===== src/rtl/bounded_deque_with_search_assert.svh =====
// Assertion macros shared by the deque modules.
// Each macro expects i_clk and i_rst_n in the scope where it is used.
`ifndef BOUNDED_DEQUE_WITH_SEARCH_ASSERT_SVH
`define BOUNDED_DEQUE_WITH_SEARCH_ASSERT_SVH

// Same-cycle implication, checked outside reset
`define BDQ_ASSERT_NOW(lbl, ante, cons, msg) \
    lbl: assert property (@(posedge i_clk) disable iff (!i_rst_n) (ante) |-> (cons)) \
        else $error(msg);

// Next-cycle implication, checked outside reset
`define BDQ_ASSERT_NEXT(lbl, ante, cons, msg) \
    lbl: assert property (@(posedge i_clk) disable iff (!i_rst_n) (ante) |=> (cons)) \
        else $error(msg);

`endif


===== src/rtl/bdq_pkg.sv =====
// ----------------------------------------------------------------------------
// bdq_pkg
// Shared constants, codes and controller/datapath types for the bounded
// deque with value search.
// ----------------------------------------------------------------------------
package bdq_pkg;

    localparam int DEPTH       = 16;
    localparam int VALUE_WIDTH = 32;
    localparam int OUT_W       = 32;
    localparam int IDX_W       = $clog2(DEPTH);
    localparam int CNT_W       = $clog2(DEPTH + 1);
    localparam int MODE_W      = 3;
    localparam int STATUS_W    = 2;
    localparam int RDSEL_W     = 2;

    // Request codes
    localparam logic [MODE_W-1:0] MODE_PUSH_FRONT = 3'd0;
    localparam logic [MODE_W-1:0] MODE_PUSH_BACK  = 3'd1;
    localparam logic [MODE_W-1:0] MODE_POP_FRONT  = 3'd2;
    localparam logic [MODE_W-1:0] MODE_POP_BACK   = 3'd3;
    localparam logic [MODE_W-1:0] MODE_CONTAINS   = 3'd4;
    localparam logic [MODE_W-1:0] MODE_REMOVE     = 3'd5;

    // Result status codes
    localparam logic [STATUS_W-1:0] ST_OK     = 2'd0;
    localparam logic [STATUS_W-1:0] ST_FULL   = 2'd1;
    localparam logic [STATUS_W-1:0] ST_EMPTY  = 2'd2;
    localparam logic [STATUS_W-1:0] ST_ABSENT = 2'd3;

    // Store read address select
    localparam logic [RDSEL_W-1:0] RD_HEAD     = 2'd0;
    localparam logic [RDSEL_W-1:0] RD_BACK     = 2'd1;
    localparam logic [RDSEL_W-1:0] RD_IDX      = 2'd2;
    localparam logic [RDSEL_W-1:0] RD_IDX_NEXT = 2'd3;

    // Commands from controller to datapath
    typedef struct packed {
        logic                load;
        logic                apply;
        logic                st_wr;
        logic [STATUS_W-1:0] st_code;
        logic                idx_clr;
        logic                idx_inc;
        logic                rd_en;
        logic [RDSEL_W-1:0]  rd_sel;
        logic                shift_wr;
        logic                cnt_dec;
        logic                cap_front;
        logic                emit;
    } t_dp_cmd;

    // Status from datapath to controller
    typedef struct packed {
        logic [MODE_W-1:0] mode;
        logic              full;
        logic              empty;
        logic              match;
        logic              idx_last;
        logic              shift_last;
    } t_dp_stat;

    // Ring position: head plus offset, wrapped at DEPTH
    function automatic logic [IDX_W-1:0] ring_add(input logic [IDX_W-1:0] head,
                                                  input logic [IDX_W-1:0] off);
        logic [IDX_W:0] sum;
        sum = {1'b0, head} + {1'b0, off};
        if (sum >= (IDX_W+1)'(DEPTH)) begin
            sum = sum - (IDX_W+1)'(DEPTH);
        end
        return sum[IDX_W-1:0];
    endfunction

endpackage


===== src/rtl/bdq_datapath.sv =====
// ----------------------------------------------------------------------------
// bdq_datapath
// Ring store, head and count registers, scan index and result registers.
// ----------------------------------------------------------------------------
`include "bounded_deque_with_search_assert.svh"

module bdq_datapath (
    input  logic                                i_clk,
    input  logic                                i_rst_n,
    input  logic [bdq_pkg::MODE_W-1:0]          i_mode,
    input  logic signed [bdq_pkg::OUT_W-1:0]    i_item_value,
    input  bdq_pkg::t_dp_cmd                    i_cmd,
    output bdq_pkg::t_dp_stat                   o_stat,
    output logic                                o_result_valid,
    output logic [bdq_pkg::STATUS_W-1:0]        o_status,
    output logic signed [bdq_pkg::OUT_W-1:0]    o_front_value,
    output logic signed [bdq_pkg::OUT_W-1:0]    o_back_value,
    output logic [bdq_pkg::CNT_W-1:0]           o_held_count,
    output logic                                o_is_empty
);

    logic [bdq_pkg::VALUE_WIDTH-1:0] r_mem [bdq_pkg::DEPTH];
    logic [bdq_pkg::VALUE_WIDTH-1:0] r_rdata;
    logic [bdq_pkg::VALUE_WIDTH-1:0] r_front;
    logic [bdq_pkg::VALUE_WIDTH-1:0] r_value;
    logic [bdq_pkg::MODE_W-1:0]      r_mode;
    logic [bdq_pkg::IDX_W-1:0]       r_head, n_head;
    logic [bdq_pkg::CNT_W-1:0]       r_count, n_count;
    logic [bdq_pkg::IDX_W-1:0]       r_idx;
    logic [bdq_pkg::STATUS_W-1:0]    r_status;

    logic                            r_out_valid;
    logic [bdq_pkg::STATUS_W-1:0]    r_out_status;
    logic [bdq_pkg::OUT_W-1:0]       r_out_front;
    logic [bdq_pkg::OUT_W-1:0]       r_out_back;
    logic [bdq_pkg::CNT_W-1:0]       r_out_count;
    logic                            r_out_empty;

    logic                            wr_en;
    logic [bdq_pkg::IDX_W-1:0]       wr_addr;
    logic [bdq_pkg::VALUE_WIDTH-1:0] wr_data;
    logic [bdq_pkg::IDX_W-1:0]       rd_off;
    logic [bdq_pkg::IDX_W-1:0]       rd_addr;
    logic [bdq_pkg::IDX_W-1:0]       idx_next;
    logic [bdq_pkg::IDX_W-1:0]       cnt_low;
    logic [bdq_pkg::IDX_W-1:0]       back_off;
    logic [bdq_pkg::CNT_W:0]         idx_plus1;
    logic [bdq_pkg::CNT_W:0]         idx_plus2;
    logic                            cnt_zero;

    assign cnt_zero  = (r_count == '0);
    assign cnt_low   = r_count[bdq_pkg::IDX_W-1:0];
    assign back_off  = cnt_low - bdq_pkg::IDX_W'(1);
    assign idx_next  = r_idx + bdq_pkg::IDX_W'(1);
    assign idx_plus1 = (bdq_pkg::CNT_W+1)'(r_idx) + (bdq_pkg::CNT_W+1)'(1);
    assign idx_plus2 = (bdq_pkg::CNT_W+1)'(r_idx) + (bdq_pkg::CNT_W+1)'(2);

    // Status toward the controller
    assign o_stat.mode       = r_mode;
    assign o_stat.full       = (r_count >= bdq_pkg::CNT_W'(bdq_pkg::DEPTH));
    assign o_stat.empty      = cnt_zero;
    assign o_stat.match      = (r_rdata == r_value);
    assign o_stat.idx_last   = (idx_plus1 >= (bdq_pkg::CNT_W+1)'(r_count));
    assign o_stat.shift_last = (idx_plus2 >= (bdq_pkg::CNT_W+1)'(r_count));

    // Edit head and count, pick the store write
    always_comb begin
        n_head  = r_head;
        n_count = r_count;
        wr_en   = 1'b0;
        wr_addr = bdq_pkg::ring_add(r_head, r_idx);
        wr_data = r_rdata;
        if (i_cmd.apply) begin
            case (r_mode)
                bdq_pkg::MODE_PUSH_FRONT: begin
                    n_head  = (r_head == '0) ? bdq_pkg::IDX_W'(bdq_pkg::DEPTH - 1)
                                             : r_head - bdq_pkg::IDX_W'(1);
                    n_count = r_count + bdq_pkg::CNT_W'(1);
                    wr_en   = 1'b1;
                    wr_addr = n_head;
                    wr_data = r_value;
                end
                bdq_pkg::MODE_PUSH_BACK: begin
                    n_count = r_count + bdq_pkg::CNT_W'(1);
                    wr_en   = 1'b1;
                    wr_addr = bdq_pkg::ring_add(r_head, cnt_low);
                    wr_data = r_value;
                end
                bdq_pkg::MODE_POP_FRONT: begin
                    n_head  = bdq_pkg::ring_add(r_head, bdq_pkg::IDX_W'(1));
                    n_count = r_count - bdq_pkg::CNT_W'(1);
                end
                bdq_pkg::MODE_POP_BACK: begin
                    n_count = r_count - bdq_pkg::CNT_W'(1);
                end
                default: begin
                end
            endcase
        end
        if (i_cmd.shift_wr) begin
            wr_en = 1'b1;
        end
        if (i_cmd.cnt_dec) begin
            n_count = r_count - bdq_pkg::CNT_W'(1);
        end
    end

    // Select the read offset from the front
    always_comb begin
        unique case (i_cmd.rd_sel)
            bdq_pkg::RD_HEAD:     rd_off = '0;
            bdq_pkg::RD_BACK:     rd_off = back_off;
            bdq_pkg::RD_IDX:      rd_off = r_idx;
            bdq_pkg::RD_IDX_NEXT: rd_off = idx_next;
            default:              rd_off = '0;
        endcase
    end
    assign rd_addr = bdq_pkg::ring_add(r_head, rd_off);

    // Ring store: one write port, one registered read port
    always_ff @(posedge i_clk) begin
        if (wr_en) begin
            r_mem[wr_addr] <= wr_data;
        end
        if (i_cmd.rd_en) begin
            r_rdata <= r_mem[rd_addr];
        end
    end

    // Control registers
    always_ff @(posedge i_clk) begin
        if (!i_rst_n) begin
            r_head      <= '0;
            r_count     <= '0;
            r_idx       <= '0;
            r_out_valid <= 1'b0;
        end else begin
            r_head      <= n_head;
            r_count     <= n_count;
            r_out_valid <= i_cmd.emit;
            if (i_cmd.idx_clr) begin
                r_idx <= '0;
            end else if (i_cmd.idx_inc) begin
                r_idx <= idx_next;
            end
        end
    end

    // Latch the request word, status and front value
    always_ff @(posedge i_clk) begin
        if (i_cmd.load) begin
            r_mode  <= i_mode;
            r_value <= i_item_value[bdq_pkg::VALUE_WIDTH-1:0];
        end
        if (i_cmd.st_wr) begin
            r_status <= i_cmd.st_code;
        end
        if (i_cmd.cap_front) begin
            r_front <= r_rdata;
        end
    end

    // Result word registers
    always_ff @(posedge i_clk) begin
        if (i_cmd.emit) begin
            r_out_status <= r_status;
            r_out_front  <= cnt_zero ? '0 : bdq_pkg::OUT_W'(r_front);
            r_out_back   <= cnt_zero ? '0 : bdq_pkg::OUT_W'(r_rdata);
            r_out_count  <= r_count;
            r_out_empty  <= cnt_zero;
        end
    end

    assign o_result_valid = r_out_valid;
    assign o_status       = r_out_status;
    assign o_front_value  = r_out_front;
    assign o_back_value   = r_out_back;
    assign o_held_count   = r_out_count;
    assign o_is_empty     = r_out_empty;

    `BDQ_ASSERT_NOW(a_count_bound, 1'b1, r_count <= bdq_pkg::CNT_W'(bdq_pkg::DEPTH), "count above depth")
    `BDQ_ASSERT_NOW(a_no_write_clash, i_cmd.apply, !i_cmd.shift_wr && !i_cmd.cnt_dec, "edit clash")

endmodule


===== src/rtl/bdq_ctrl.sv =====
// ----------------------------------------------------------------------------
// bdq_ctrl
// Sequencer for one request: edit, scan, close the gap, read the ends, emit.
// ----------------------------------------------------------------------------
`include "bounded_deque_with_search_assert.svh"

module bdq_ctrl (
    input  logic               i_clk,
    input  logic               i_rst_n,
    input  logic               start,
    input  bdq_pkg::t_dp_stat  i_stat,
    output bdq_pkg::t_dp_cmd   o_cmd,
    output logic               busy
);

    localparam logic [2:0] S_IDLE = 3'd0;
    localparam logic [2:0] S_EXEC = 3'd1;
    localparam logic [2:0] S_SRD  = 3'd2;
    localparam logic [2:0] S_SCMP = 3'd3;
    localparam logic [2:0] S_MRD  = 3'd4;
    localparam logic [2:0] S_MWR  = 3'd5;
    localparam logic [2:0] S_RDF  = 3'd6;
    localparam logic [2:0] S_RDB  = 3'd7;
    localparam logic [2:0] S_OUT  = 3'd0;

    logic [2:0] r_state, n_state;
    logic       r_emit, n_emit;

    // Next state and command decode
    always_comb begin
        n_state = r_state;
        n_emit  = 1'b0;
        o_cmd   = '0;
        unique case (r_state)
            S_IDLE: begin
                if (start && !r_emit) begin
                    o_cmd.load = 1'b1;
                    n_state    = S_EXEC;
                end
            end
            S_EXEC: begin
                o_cmd.st_wr = 1'b1;
                n_state     = S_RDF;
                case (i_stat.mode) inside
                    bdq_pkg::MODE_PUSH_FRONT, bdq_pkg::MODE_PUSH_BACK: begin
                        o_cmd.st_code = i_stat.full ? bdq_pkg::ST_FULL : bdq_pkg::ST_OK;
                        o_cmd.apply   = !i_stat.full;
                    end
                    bdq_pkg::MODE_POP_FRONT, bdq_pkg::MODE_POP_BACK: begin
                        o_cmd.st_code = i_stat.empty ? bdq_pkg::ST_EMPTY : bdq_pkg::ST_OK;
                        o_cmd.apply   = !i_stat.empty;
                    end
                    bdq_pkg::MODE_CONTAINS, bdq_pkg::MODE_REMOVE: begin
                        o_cmd.st_code = bdq_pkg::ST_ABSENT;
                        o_cmd.idx_clr = 1'b1;
                        if (!i_stat.empty) begin
                            n_state = S_SRD;
                        end
                    end
                    default: begin
                        o_cmd.st_code = bdq_pkg::ST_OK;
                    end
                endcase
            end
            S_SRD: begin
                o_cmd.rd_en  = 1'b1;
                o_cmd.rd_sel = bdq_pkg::RD_IDX;
                n_state      = S_SCMP;
            end
            S_SCMP: begin
                if (i_stat.match) begin
                    o_cmd.st_wr   = 1'b1;
                    o_cmd.st_code = bdq_pkg::ST_OK;
                    if (i_stat.mode == bdq_pkg::MODE_REMOVE) begin
                        if (i_stat.idx_last) begin
                            o_cmd.cnt_dec = 1'b1;
                            n_state       = S_RDF;
                        end else begin
                            n_state = S_MRD;
                        end
                    end else begin
                        n_state = S_RDF;
                    end
                end else if (i_stat.idx_last) begin
                    n_state = S_RDF;
                end else begin
                    o_cmd.idx_inc = 1'b1;
                    n_state       = S_SRD;
                end
            end
            S_MRD: begin
                o_cmd.rd_en  = 1'b1;
                o_cmd.rd_sel = bdq_pkg::RD_IDX_NEXT;
                n_state      = S_MWR;
            end
            S_MWR: begin
                o_cmd.shift_wr = 1'b1;
                if (i_stat.shift_last) begin
                    o_cmd.cnt_dec = 1'b1;
                    n_state       = S_RDF;
                end else begin
                    o_cmd.idx_inc = 1'b1;
                    n_state       = S_MRD;
                end
            end
            S_RDF: begin
                o_cmd.rd_en  = 1'b1;
                o_cmd.rd_sel = bdq_pkg::RD_HEAD;
                n_state      = S_RDB;
            end
            S_RDB: begin
                o_cmd.cap_front = 1'b1;
                o_cmd.rd_en     = 1'b1;
                o_cmd.rd_sel    = bdq_pkg::RD_BACK;
                n_state         = S_IDLE;
                n_emit          = 1'b1;
            end
            default: begin
                n_state = S_IDLE;
            end
        endcase
        // Final result cycle: back value is in the read register now
        if (r_emit) begin
            o_cmd.emit = 1'b1;
        end
    end

    always_ff @(posedge i_clk) begin
        if (!i_rst_n) begin
            r_state <= S_IDLE;
            r_emit  <= 1'b0;
        end else begin
            r_state <= n_state;
            r_emit  <= n_emit;
        end
    end

    // The output step shares the idle code, so hold busy through it
    assign busy = (r_state != S_IDLE) || r_emit;

    `BDQ_ASSERT_NEXT(a_accept_busy, start && !busy, busy, "no busy after accept")
    `BDQ_ASSERT_NEXT(a_emit_idle, r_emit, r_state == S_OUT && !r_emit, "emit not followed by idle")
    `BDQ_ASSERT_NOW(a_shift_remove, o_cmd.shift_wr, i_stat.mode == bdq_pkg::MODE_REMOVE,
                    "gap close outside remove")

endmodule


===== src/rtl/bounded_deque_with_search.sv =====
// ----------------------------------------------------------------------------
// bounded_deque_with_search
// Bounded double-ended queue of signed words with search and remove-by-value.
// ----------------------------------------------------------------------------
// A request word is taken when start is high and busy is low. Its result word
// appears on the o_ ports for exactly one cycle, marked by o_result_valid, and
// cannot be held off; busy drops in that same cycle, so the next request may
// be taken there. Pushes, pops and unknown modes go through the edit, front
// read and back read steps before the result is emitted. Contains compares
// entries from the front until one matches or the last one is compared;
// remove scans the same way and then moves every entry behind the match one
// place toward the front to close the gap. The scan and the gap close are
// paced by the ring store's one registered read port: every compare and
// every entry moved to close the gap costs one read step and one compare
// or write step.
// ----------------------------------------------------------------------------
module bounded_deque_with_search (
    input  logic                                i_clk,
    input  logic                                i_rst_n,
    input  logic                                start,
    output logic                                busy,
    input  logic [bdq_pkg::MODE_W-1:0]          i_mode,
    input  logic signed [bdq_pkg::OUT_W-1:0]    i_item_value,
    output logic                                o_result_valid,
    output logic [bdq_pkg::STATUS_W-1:0]        o_status,
    output logic signed [bdq_pkg::OUT_W-1:0]    o_front_value,
    output logic signed [bdq_pkg::OUT_W-1:0]    o_back_value,
    output logic [bdq_pkg::CNT_W-1:0]           o_held_count,
    output logic                                o_is_empty
);

    bdq_pkg::t_dp_cmd  dp_cmd;
    bdq_pkg::t_dp_stat dp_stat;

    // Sequencer
    bdq_ctrl u_ctrl (
        .i_clk   (i_clk),
        .i_rst_n (i_rst_n),
        .start   (start),
        .i_stat  (dp_stat),
        .o_cmd   (dp_cmd),
        .busy    (busy)
    );

    // Store and result registers
    bdq_datapath u_dp (
        .i_clk          (i_clk),
        .i_rst_n        (i_rst_n),
        .i_mode         (i_mode),
        .i_item_value   (i_item_value),
        .i_cmd          (dp_cmd),
        .o_stat         (dp_stat),
        .o_result_valid (o_result_valid),
        .o_status       (o_status),
        .o_front_value  (o_front_value),
        .o_back_value   (o_back_value),
        .o_held_count   (o_held_count),
        .o_is_empty     (o_is_empty)
    );

endmodule

===== config.mk =====
export PLATFORM = sky130hd
export DESIGN_NAME = bounded_deque_with_search
export DESIGN_NICKNAME = d
export VERILOG_FILES = /design/src/rtl/bdq_pkg.sv /design/src/rtl/bdq_datapath.sv /design/src/rtl/bdq_ctrl.sv /design/src/rtl/bounded_deque_with_search.sv
export VERILOG_INCLUDE_DIRS = /design/src /design/src/rtl
export SDC_FILE = /design/constraint.sdc
export NUM_CORES = 1
export LEC_CHECK = 0
export BUFFER_PORTS_ARGS = -buffer_cell sky130_fd_sc_hd__buf_2
export CAP_MARGIN = 40
export CORE_UTILIZATION = 46
export CTS_CLUSTER_DIAMETER = 50
export DETAILED_ROUTE_END_ITERATION = 10
export MAX_ROUTING_LAYER = met4
export SETUP_SLACK_MARGIN = 0.4
export SKIP_CTS_REPAIR_TIMING = 1
export SYNTH_ARGS = -nofsm -noshare
export SYNTH_HDL_FRONTEND = slang
export SYNTH_SLANG_ARGS = --single-unit

===== constraint.sdc =====
create_clock -name i_clk -period 6.4 [get_ports i_clk]
set_input_delay 0 -clock i_clk [delete_from_list [all_inputs] [get_ports i_clk]]
set_output_delay 0 -clock i_clk [all_outputs]
set_load 0.005 [all_outputs]

Word level (Yosys, flattened, before mapping):

Memory sizes are Yosys's and may differ from the RTL's. A register that Yosys moved wholly into a read port is not among the register bits.
Index checks and enable logic that the tools add are counted.

* bits in registers: 159
* RAM bits: 512
* bits of input ports: 38
* output and inout port bits: 74
* memories: 1

Memories
* u_dp.r_mem: words 16, bits a word 32, rd ports 1, clocked after memory_dff 1, wr ports 1, line bdq_datapath.sv:22 `logic [bdq_pkg::VALUE_WIDTH-1:0] r_mem [bdq_pkg::DEPTH];`

* add/sub/neg operators: 15
* $lt $le $gt $ge: 7
* equality and inequality tests: 17
* muxes and demuxes: 59
* bitwise operators: 1
* reduce and logical (&&, ||, !) cells: 20

Operators by type and width (number)
* 2-to-1 mux 32 bit: 2
* == test 32 bit: 1
* greater-or-equal comparator 5 bit, second input constant: 5
* 2-to-1 mux 1 bit: 25
* 2-to-1 mux 3 bit: 8
* 2-to-1 mux 4 bit: 6
* case mux 3 bit (8 select lines): 1
* subtractor 4 x 1 -> 4 bit, second input constant: 6
* == test 3 bit, second input constant: 6
* case mux 4 bit (2 select lines): 2
* case mux 4 bit (4 select lines): 1
* adder 4 x 4 -> 5 bit: 3
* 2-to-1 mux 2 bit: 7
* == test 3 x 2 -> 1 bit, second input constant: 4
* greater-or-equal comparator 6 x 5 -> 1 bit: 2
* case mux 3 bit (4 select lines): 1
* adder 4 x 1 -> 5 bit, second input constant: 2
* 2-to-1 mux 5 bit: 2
* case mux 5 bit (2 select lines): 1
* OR reduction 2 bit: 4
* == test 3 x 1 -> 1 bit, second input constant: 2
* logical NOT 3 bit: 2
* case mux 3 bit (2 select lines): 1
* nonzero test 3 bit: 2
* 17 further kinds: 23

Logic depth before layout (Yosys ltp):

Gate-level depths: netlist of run 1.

* word-level depth: 9
* mapped depth: 12
* mapped depth without buffers: 11

Cells and area by module:

A second synthesis of run 1 with hierarchy kept.

* cell total of the unflattened synthesis: 1568
* area, all modules: 28265.9 um^2

Modules (own cells, without submodules)
* bdq_datapath: times used 1, cells an instance 1510, area each 27868.0 um^2, seq. area each 20850.0 um^2
* bdq_ctrl: times used 1, cells an instance 58, area each 397.9 um^2, seq. area each 80.1 um^2

Worst setup path before layout of run 1:

OpenSTA, ideal clock, no wires.

* path kind: register to register
* start point: register u_ctrl.r_state[1]
* end point: memory u_dp.r_mem[13][0] in the netlist's numbering (enable)
* setup time: 421 ps
* arrival: 3321 ps
* data required time: 5979 ps
* path slack: 2658 ps
* stages on the path, launching flop included: 10
* buffers on the path: 3
* clock period less this slack: 3742 ps
* path through: dfxtp_1 buf_6 or3b_1 buf_2 or3_4 buf_6 a21oi_2 a21oi_1 or3b_4 nor2_1

* cells in the longest elaborated chain, start to end: 6
* elaborated cells on any way between the ends: 9

RTL lines
* start: declaration: line bdq_ctrl.sv:26 `logic [2:0] r_state, n_state;`
* start signal: assignment: line bdq_ctrl.sv:133 `r_state <= n_state;`
* == test 3 x 1 -> 1 bit: line bdq_ctrl.sv:34 `unique case (r_state)`
* 2-to-1 mux 1 bit: line bdq_ctrl.sv:34
* 2-to-1 mux 1 bit: line bdq_datapath.sv:73 `if (i_cmd.apply) begin`
* 2-to-1 mux 1 bit: line bdq_datapath.sv:100 `if (i_cmd.shift_wr) begin`
* 2-to-1 mux 1 bit: line bdq_datapath.sv:122 `if (wr_en) begin`
* 2-to-1 mux 1 bit (implied by the code): line bdq_datapath.sv:123 `r_mem[wr_addr] <= wr_data;`
* end: declaration: line bdq_datapath.sv:22

Parallel ways exist; a longest one is shown, timed or not.

Worst setup path in the final report of run 1:

* start point: register u_ctrl.r_state[0]
* end point: memory u_dp.r_mem[4][17] in the netlist's numbering (enable)

The elaborated chain is that of the path after synthesis.

==> results of run 1 <==
[area by class of cell]
type	instances	area (sq um)
inverters	18	67.6
clock inverters	44	453
well taps	773	967
fillers	4607	26800
repair buffers	179	1250
flip-flops and latches	703	20900
multi-input cells	615	6810
clock buffers	100	2180
[synthesized netlist by cell type (3+ instances only)]
master	number	area (sq um)
sky130_fd_sc_hd__a211oi_1	7	52.6
sky130_fd_sc_hd__xor2_1	4	35.0
sky130_fd_sc_hd__a31oi_1	3	18.8
sky130_fd_sc_hd__buf_1	9	33.8
sky130_fd_sc_hd__inv_1	18	67.6
sky130_fd_sc_hd__and3_1	5	31.3
sky130_fd_sc_hd__nand2b_1	3	18.8
sky130_fd_sc_hd__a21oi_1	19	95.1
sky130_fd_sc_hd__xnor2_1	45	394
sky130_fd_sc_hd__nor2b_1	66	413
sky130_fd_sc_hd__a21o_1	4	30.0
sky130_fd_sc_hd__o211ai_1	3	22.5
sky130_fd_sc_hd__nor3_1	10	50.1
sky130_fd_sc_hd__o21ai_1	3	15.0
sky130_fd_sc_hd__fa_1	3	60.1
sky130_fd_sc_hd__nor4_1	3	18.8
sky130_fd_sc_hd__nand2_1	22	82.6
sky130_fd_sc_hd__o21ai_0	22	110
sky130_fd_sc_hd__and2_1	4	25.0
sky130_fd_sc_hd__or2_2	5	31.3
sky130_fd_sc_hd__buf_2	7	35.0
sky130_fd_sc_hd__edfxtp_1	685	20600
sky130_fd_sc_hd__ha_1	26	325
sky130_fd_sc_hd__nor2_1	42	158
sky130_fd_sc_hd__clkbuf_1	44	165
sky130_fd_sc_hd__mux2i_1	98	981
sky130_fd_sc_hd__nand4_1	9	56.3
sky130_fd_sc_hd__nand3_1	11	55.1
sky130_fd_sc_hd__mux4_2	128	2880
sky130_fd_sc_hd__or3_1	3	18.8
sky130_fd_sc_hd__o31ai_1	4	30.0
sky130_fd_sc_hd__mux2_2	33	372
sky130_fd_sc_hd__dfxtp_1	18	360
[layout by cell type, fill, tap and decap left out, types with 4 or more instances in the layout]
| master | synthesis | final |
|---|---|---|
| sky130_fd_sc_hd__mux2i_1 | 98 | 98 |
| sky130_fd_sc_hd__nand4_1 | 9 | 9 |
| sky130_fd_sc_hd__buf_12 | 0 | 7 |
| sky130_fd_sc_hd__nor2b_1 | 66 | 66 |
| sky130_fd_sc_hd__nand3_1 | 11 | 11 |
| sky130_fd_sc_hd__a21oi_1 | 19 | 19 |
| sky130_fd_sc_hd__nor2_4 | 0 | 17 |
| sky130_fd_sc_hd__dlygate4sd3_1 | 0 | 37 |
| sky130_fd_sc_hd__or2_2 | 5 | 5 |
| sky130_fd_sc_hd__edfxtp_1 | 685 | 685 |
| sky130_fd_sc_hd__inv_1 | 18 | 18 |
| sky130_fd_sc_hd__xnor2_1 | 45 | 43 |
| sky130_fd_sc_hd__xor2_1 | 4 | 4 |
| sky130_fd_sc_hd__dfxtp_1 | 18 | 17 |
| sky130_fd_sc_hd__buf_2 | 7 | 111 |
| sky130_fd_sc_hd__and2_1 | 4 | 4 |
| sky130_fd_sc_hd__clkbuf_16 | 0 | 85 |
| sky130_fd_sc_hd__buf_4 | 0 | 24 |
| sky130_fd_sc_hd__mux2_2 | 33 | 33 |
| sky130_fd_sc_hd__o21ai_0 | 22 | 22 |
| sky130_fd_sc_hd__nor2_1 | 42 | 25 |
| sky130_fd_sc_hd__nor3_1 | 10 | 10 |
| sky130_fd_sc_hd__ha_1 | 26 | 25 |
| sky130_fd_sc_hd__bufinv_16 | 0 | 8 |
| sky130_fd_sc_hd__clkinv_2 | 0 | 10 |
| sky130_fd_sc_hd__a211oi_1 | 7 | 7 |
| sky130_fd_sc_hd__clkinv_1 | 0 | 15 |
| sky130_fd_sc_hd__nand2_1 | 22 | 22 |
| sky130_fd_sc_hd__o31ai_1 | 4 | 4 |
| sky130_fd_sc_hd__mux4_2 | 128 | 128 |
| sky130_fd_sc_hd__a21o_1 | 4 | 4 |
| sky130_fd_sc_hd__clkbuf_1 | 44 | 15 |
[worst reg2reg max path, cell delays in order, from the launching register on]
cell	delay, ns
sky130_fd_sc_hd__dfxtp_1	0.55
sky130_fd_sc_hd__or3b_1	0.53
sky130_fd_sc_hd__or3_4	0.74
sky130_fd_sc_hd__a311oi_1	0.43
sky130_fd_sc_hd__o21ai_1	0.35
sky130_fd_sc_hd__nor2_4	0.66
sky130_fd_sc_hd__buf_4	0.50
[sequential cells by signal, indices dropped and copies added, names as in the netlist]
signal,cells
u_dp.r_mem,512
u_dp.o_back_value,32
u_dp.o_front_value,32
u_dp.r_front,32
u_dp.r_rdata,32
u_dp.r_value,32
u_dp.o_held_count,5
u_dp.r_count,5
u_dp.r_head,4
u_dp.r_idx,4
u_ctrl.r_state,3
u_dp.r_mode,3
u_dp.o_status,2
u_dp.r_status,2
u_ctrl.r_emit,1
u_dp.o_is_empty,1
u_dp.o_result_valid,1
[cell families after synthesis]
group / synth area share
simple gates: 0.0379
buf+inv: 0.0116
xor+xnor: 0.0154
compound gates: 0.0189
fa+ha+maj: 0.0142
flops: 0.750
mux: 0.152
[final timing paths]
kind	start	endpoint	cells after the start
worst max-delay path	u_ctrl.r_state[0]	u_dp.r_mem[4][17]	6
worst min-delay path	i_item_value[16]	u_dp.r_value[16]	2
worst max register to register	u_ctrl.r_state[0]	u_dp.r_mem[4][17]	6
worst min register to register	u_dp.r_status[1]	u_dp.o_status[1]	0
[per-stage QoR]
stage	hold slack [ns]	setup WS, ns	cell area [sq um]	cells
after floorplan	0.0989	2.66	27900	1398
after global placement	0.178	2.30	29600	2248
after detailed placement	0.179	2.24	29700	2251
after CTS	-0.472	2.22	32300	2395
after global routing	0.0715	2.04	32700	2432
final	0.104	2.27	32700	2432
[layer usage]
metal / wire, um / GRT usage / up-vias
met1: 27300 / 0.287 / 7169
li1: - / - / 6050
met5: 0 / - / -
met4: 1360 / 0.0583 / 0
met3: 3060 / 0.0349 / 120
met2: 29900 / 0.334 / 380
[power breakdown]
group / internal (W) / total (W) / switching [W]
Clock: 0.00275 / 0.00454 / 0.00179
Combinational: 0.000432 / 0.00106 / 0.000627
Sequential: 0.00533 / 0.00545 / 0.000114
==> metrics.log, run 1 <==
INFO  metric antenna_found_initial = 1
INFO  metric slew_headroom = 0.421
INFO  metric utilization_after_layout = 0.549
INFO  metric cts_tree = yes
INFO  metric ys_warn_count = 0
INFO  metric timing.final.hold_violations = 0
INFO  metric synthesis.instances = 1398
INFO  metric path_buf_inv = 1
INFO  metric pin_slew_with_the_least_headroom_to_its_limit = about 0.87 ns
INFO  metric vdd_ir_drop_max = 0.225 mV
INFO  metric timing.critical_path.required = 6.66 ns
INFO  metric period_needed = between 4 and 5 ns
INFO  metric status = complete, no violations
INFO  metric total_of_flip_flops_plus_latches_after_synthesis = between 700 and 800
INFO  metric wl_per_cell = ~25 um
INFO  metric io_buffers = between 100 and 150
INFO  metric detail-route-antenna-nets = 0
INFO  metric rsz0062_at_grt = false
INFO  metric synth_ff_type = sky130_fd_sc_hd__edfxtp_1
INFO  metric wl = 61600 um
INFO  metric final_max_slew_viol_count = 0
INFO  metric fmax = 242 MHz
INFO  metric worstPathMaxFanout = 47
INFO  metric synth-edff-count = between 600 and 700
INFO  metric clock_latency_of_the_later_clocked_register_in_the_worst_skew_pair = 0.62 ns
INFO  metric dr_total_vias = 13719
INFO  metric place.detailed.hpwl = 35300 um
INFO  metric crit_path_start_kind = flop
INFO  metric fp.dieH = roughly 250 um
INFO  metric cts_max_level = 3
INFO  metric drtPass1Iterations = 5
INFO  metric area_delta_synth_final = 17.1%
INFO  metric antennaDiodeCount = 0
INFO  metric core_region_area = 59500 sq um
INFO  metric num_rows = a little under 90
INFO  metric max-clock-path-buffers = 3
INFO  metric drcViolationCount = 0
INFO  metric grt_pass1_wl = about 91000 um
INFO  metric setup-violations-final = 0
INFO  metric pwr_density_cell = 338 nW/um^2
INFO  metric maxCapViolCount = 0
INFO  metric cpPeakStageDelay = 0.74 ns
INFO  metric worst-setup-path-type = reg -> reg
INFO  metric maximum_number_of_pins_on_one_net_before_global_route_repair = 65
INFO  metric initial_utilization = 0.469
INFO  metric cts.reportedPaths.clkPinSlew = approximately 0.050 ns
INFO  metric place_congestion = 0.869
INFO  metric first_iter_violations = around 1100
INFO  metric critical_path.cell_chain = or3b_1 > or3_4 > a311oi_1 > o21ai_1 > nor2_4 > buf_4
INFO  metric numClockSinks = 703
INFO  metric die_width = between 200 and 250 um
INFO  metric vias_per_cell = 5.64
INFO  metric final_min_period_over_clock_period = 0.645
INFO  metric final_layout_size_suffix_gt1_frac = 0.272
INFO  metric number_of_global_route_vias_before_repair = about 14000
INFO  metric async_flop_share = 0
INFO  metric finalSetupTns = 0 ns
INFO  metric arrival = 4.39 ns
INFO  metric total_power = 0.0110 W
INFO  metric syn-num-nets = 1465
INFO  metric grt_util_all_layers = 0.212
INFO  metric cts_root_buffer = sky130_fd_sc_hd__clkbuf_16
INFO  metric tritoncts.num_buffers = 80
INFO  metric timing.clock.skew = 0.0163 ns
INFO  metric cpLargestDelayFamily = simple AND/OR/NAND/NOR gates
INFO  metric mappedNetlistArea = 27900 sq um
INFO  metric layout.nets = between 1500 and 2000
INFO  metric grt-ovfl-total = 0
INFO  metric crit_path_top_delay_cell = sky130_fd_sc_hd__or3_4
INFO  metric total_leakage_power = 10.9 nW
INFO  metric reg2reg_slack = 2.27 ns
INFO  metric avgSynthCellArea = 20.0 sq um
INFO  metric io_pins = around 110
INFO  metric seq_area_frac_synth = 0.750
INFO  metric endpoint_kind = flop
INFO  metric synth_cell_types = 58
INFO  metric die_area = 61600 sq um
INFO  metric min_path_type = in -> reg
Note: power is estimated with default switching activity, not from simulation.
==> inputs of run 2 (changes only) <==
==> constraint.sdc (replaced) <==
create_clock -name i_clk -period 4.1 [get_ports i_clk]
set_input_delay 0 -clock i_clk [delete_from_list [all_inputs] [get_ports i_clk]]
set_output_delay 0 -clock i_clk [all_outputs]
set_load 0.005 [all_outputs]
==> metrics.log, run 2 (synthesis gave the netlist of run 1 again) <==
INFO  metric io_pins = 112 (unchanged)
INFO  metric worst-setup-path-type = reg -> reg (unchanged)
INFO  metric cts_root_buffer = sky130_fd_sc_hd__clkbuf_16 (unchanged)
INFO  metric place_congestion = 0.894 (was 0.869)
INFO  metric worstPathMaxFanout = 25 (was 47)
INFO  metric vias_per_cell = 5.66 (was 5.64)
INFO  metric die_width = 248 um (unchanged)
INFO  metric fp.dieH = 248 um (unchanged)
INFO  metric core_region_area = 59500 sq um (unchanged)
INFO  metric max-clock-path-buffers = 3 (unchanged)
INFO  metric vdd_ir_drop_max = 0.282 mV (was 0.225 mV)
INFO  metric place_inst = 2269 (was 2251)
INFO  metric cts_max_level = 3 (unchanged)
INFO  metric number_of_global_route_vias_before_repair = 14067 (was 13847)
INFO  metric drtPass1Iterations = 5 (unchanged)
INFO  metric numClockSinks = 703 (unchanged)
INFO  metric final_min_period_over_clock_period = 0.858 (was 0.645)
INFO  metric area_delta_synth_final = 17.7% (was 17.1%)
INFO  metric maxCapViolCount = 0 (unchanged)
INFO  metric crit_path_top_delay_cell = sky130_fd_sc_hd__or3_4 (unchanged)
INFO  metric dr_total_vias = 13855 (was 13719)
INFO  metric grt-ovfl-total = 0 (unchanged)
INFO  metric hold_slack = 0.0960 ns (was 0.104 ns)
INFO  metric grt_util_all_layers = 0.219 (was 0.212)
INFO  metric maximum_number_of_pins_on_one_net_before_global_route_repair = 57 (was 65)
INFO  metric finalSetupTns = 0 ns (unchanged)
INFO  metric arrival = 3.81 ns (was 4.39 ns)
INFO  metric routed-wl-met3 = 3920 um (was 3060 um)
INFO  metric antennaDiodeCount = 0 (unchanged)
INFO  metric path_buf_inv = 1 (unchanged)
INFO  metric rsz0062_at_grt = false (unchanged)
INFO  metric critical_path.cell_chain = or3b_1 > or3_4 > a21oi_1 > nand3_1 > nor2_4 > buf_12 (was or3b_1 > or3_4 > a311oi_1 > o21ai_1 > nor2_4 > buf_4)
INFO  metric largest_register_ffs = 512 (unchanged)
INFO  metric final_cell_mix = sky130_fd_sc_hd__edfxtp_1, sky130_fd_sc_hd__mux4_2, sky130_fd_sc_hd__buf_2, sky130_fd_sc_hd__mux2i_1, sky130_fd_sc_hd__clkbuf_16 (unchanged)
INFO  metric wl_per_cell = 25.8 um (was 25.3 um)
INFO  metric first_iter_violations = 1051 (was 1122)
INFO  metric top_layer = met4 (unchanged)
INFO  metric final_layout_size_suffix_gt1_frac = 0.284 (was 0.272)
INFO  metric reg2reg_slack = 0.58 ns (was 2.27 ns)
INFO  metric pwr_density_cell = 514 nW/um^2 (was 338 nW/um^2)
INFO  metric largest-register = u_dp.r_mem (unchanged)
INFO  metric timing.clock.skew = 0.0282 ns (was 0.0163 ns)
INFO  metric place.detailed.hpwl = 37300 um (was 35300 um)
INFO  metric clock_latency_of_the_later_clocked_register_in_the_worst_skew_pair = 0.62 ns (about the same)
INFO  metric status = complete, no violations (unchanged)
INFO  metric crit_path_start_kind = flop (unchanged)
INFO  metric min_path_type = in -> reg (unchanged)
INFO  metric drcViolationCount = 0 (unchanged)
INFO  metric antenna_found_initial = 3 (was 1)
INFO  metric cpPeakStageDelay = 0.58 ns (was 0.74 ns)
INFO  metric initial_utilization = 0.469 (unchanged)
INFO  metric die_area = 61600 sq um (unchanged)
INFO  metric wl = 63300 um (was 61600 um)
INFO  metric pin_slew_with_the_least_headroom_to_its_limit = 0.846 ns (was 0.865 ns)
INFO  metric detail-route-antenna-nets = 0 (unchanged)
INFO  metric fmax = 284 MHz (was 242 MHz)
INFO  metric timing.final.hold_violations = 0 (unchanged)
INFO  metric period_needed = 3.52 ns (was 4.13 ns)
INFO  metric num_rows = 89 (unchanged)
INFO  metric grt_pass1_wl = 93400 um (was 91100 um)
INFO  metric layoutNonFillerInstCount = 2449 (was 2432)
INFO  metric endpoint_kind = flop (unchanged)
INFO  metric final_max_slew_viol_count = 0 (unchanged)
INFO  metric filler_cell_count = 4589 (was 4607)
INFO  metric io_buffers = 111 (unchanged)
INFO  metric setup-violations-final = 0 (unchanged)
INFO  metric cts.reportedPaths.clkPinSlew = 0.06 ns (was 0.05 ns)
INFO  metric mostFrequentLayoutCell = sky130_fd_sc_hd__edfxtp_1 (unchanged)
INFO  metric cpLargestDelayFamily = simple AND/OR/NAND/NOR gates (unchanged)
INFO  metric layout.nets = 1683 (was 1664)
INFO  metric total_leakage_power = 10.9 nW (about the same)
INFO  metric cts_tree = yes (unchanged)
INFO  metric timing.critical_path.required = 4.39 ns (was 6.66 ns)
INFO  metric slew_headroom = 0.432 (was 0.421)
INFO  metric drt-met1-wl = 27500 um (was 27300 um)
INFO  metric total_power = 0.0169 W (was 0.0110 W)
INFO  metric met2RoutedLength = 30500 um (was 29900 um)
INFO  metric tritoncts.num_buffers = 77 (was 80)
run 2: cell count changes in the layout (fill, tap and decap cells not counted), moves of 4 or more:
| cell | delta |
|---|---|
| sky130_fd_sc_hd__buf_12 | +14 |
| sky130_fd_sc_hd__buf_4 | +8 |
| sky130_fd_sc_hd__clkbuf_16 | -6 |
| sky130_fd_sc_hd__clkbuf_1 | -5 |
| sky130_fd_sc_hd__clkinvlp_4 | +4 |
| sky130_fd_sc_hd__inv_6 | +4 |
run 2: final timing paths:
check,depth (start not counted),start,to
setup reg to reg,6,u_ctrl.r_state[0],u_dp.r_mem[10][12]
setup / recovery,6,u_ctrl.r_state[0],u_dp.r_mem[10][12]
hold / removal,2,i_item_value[13],u_dp.r_value[13]
hold reg to reg,0,u_dp.r_status[0],u_dp.o_status[0]
run 2: per-layer routing:
layer,vias up,track usage
met2,459,0.333
met1,7217,0.300
met4,0,0.0678
met3,87,0.0407
met5,-,-
li1,6092,-
run 2: layout make-up:
type                       instances  area (sq um)  share of cell area
inverter                          18          67.6             0.00206
multi-input combinational        615          6810               0.207
clock inverter                    50           459              0.0140
clock buffer                      89          2010              0.0613
tap                              773           967              0.0295
timing repair buffer             201          1590              0.0483
sequential                       703         20900               0.638
run 2: power by group:
group	internal, W	leakage, nW	total (W)	switching (W)
clock	0.00393	1.20	0.00674	0.00281
combinational	0.000687	3.39	0.00166	0.000972
sequential	0.00832	6.35	0.00849	0.000171
run 2: per-stage QoR:
stage               setup slack, ns  utilization  area, sq um
global placement              0.588        0.503        29900
detailed placement            0.579        0.504        30000
CTS                           0.570        0.545        32400
floorplan                     0.358            -        27900
global route                  0.421        0.552        32800
finish                        0.581        0.552        32800
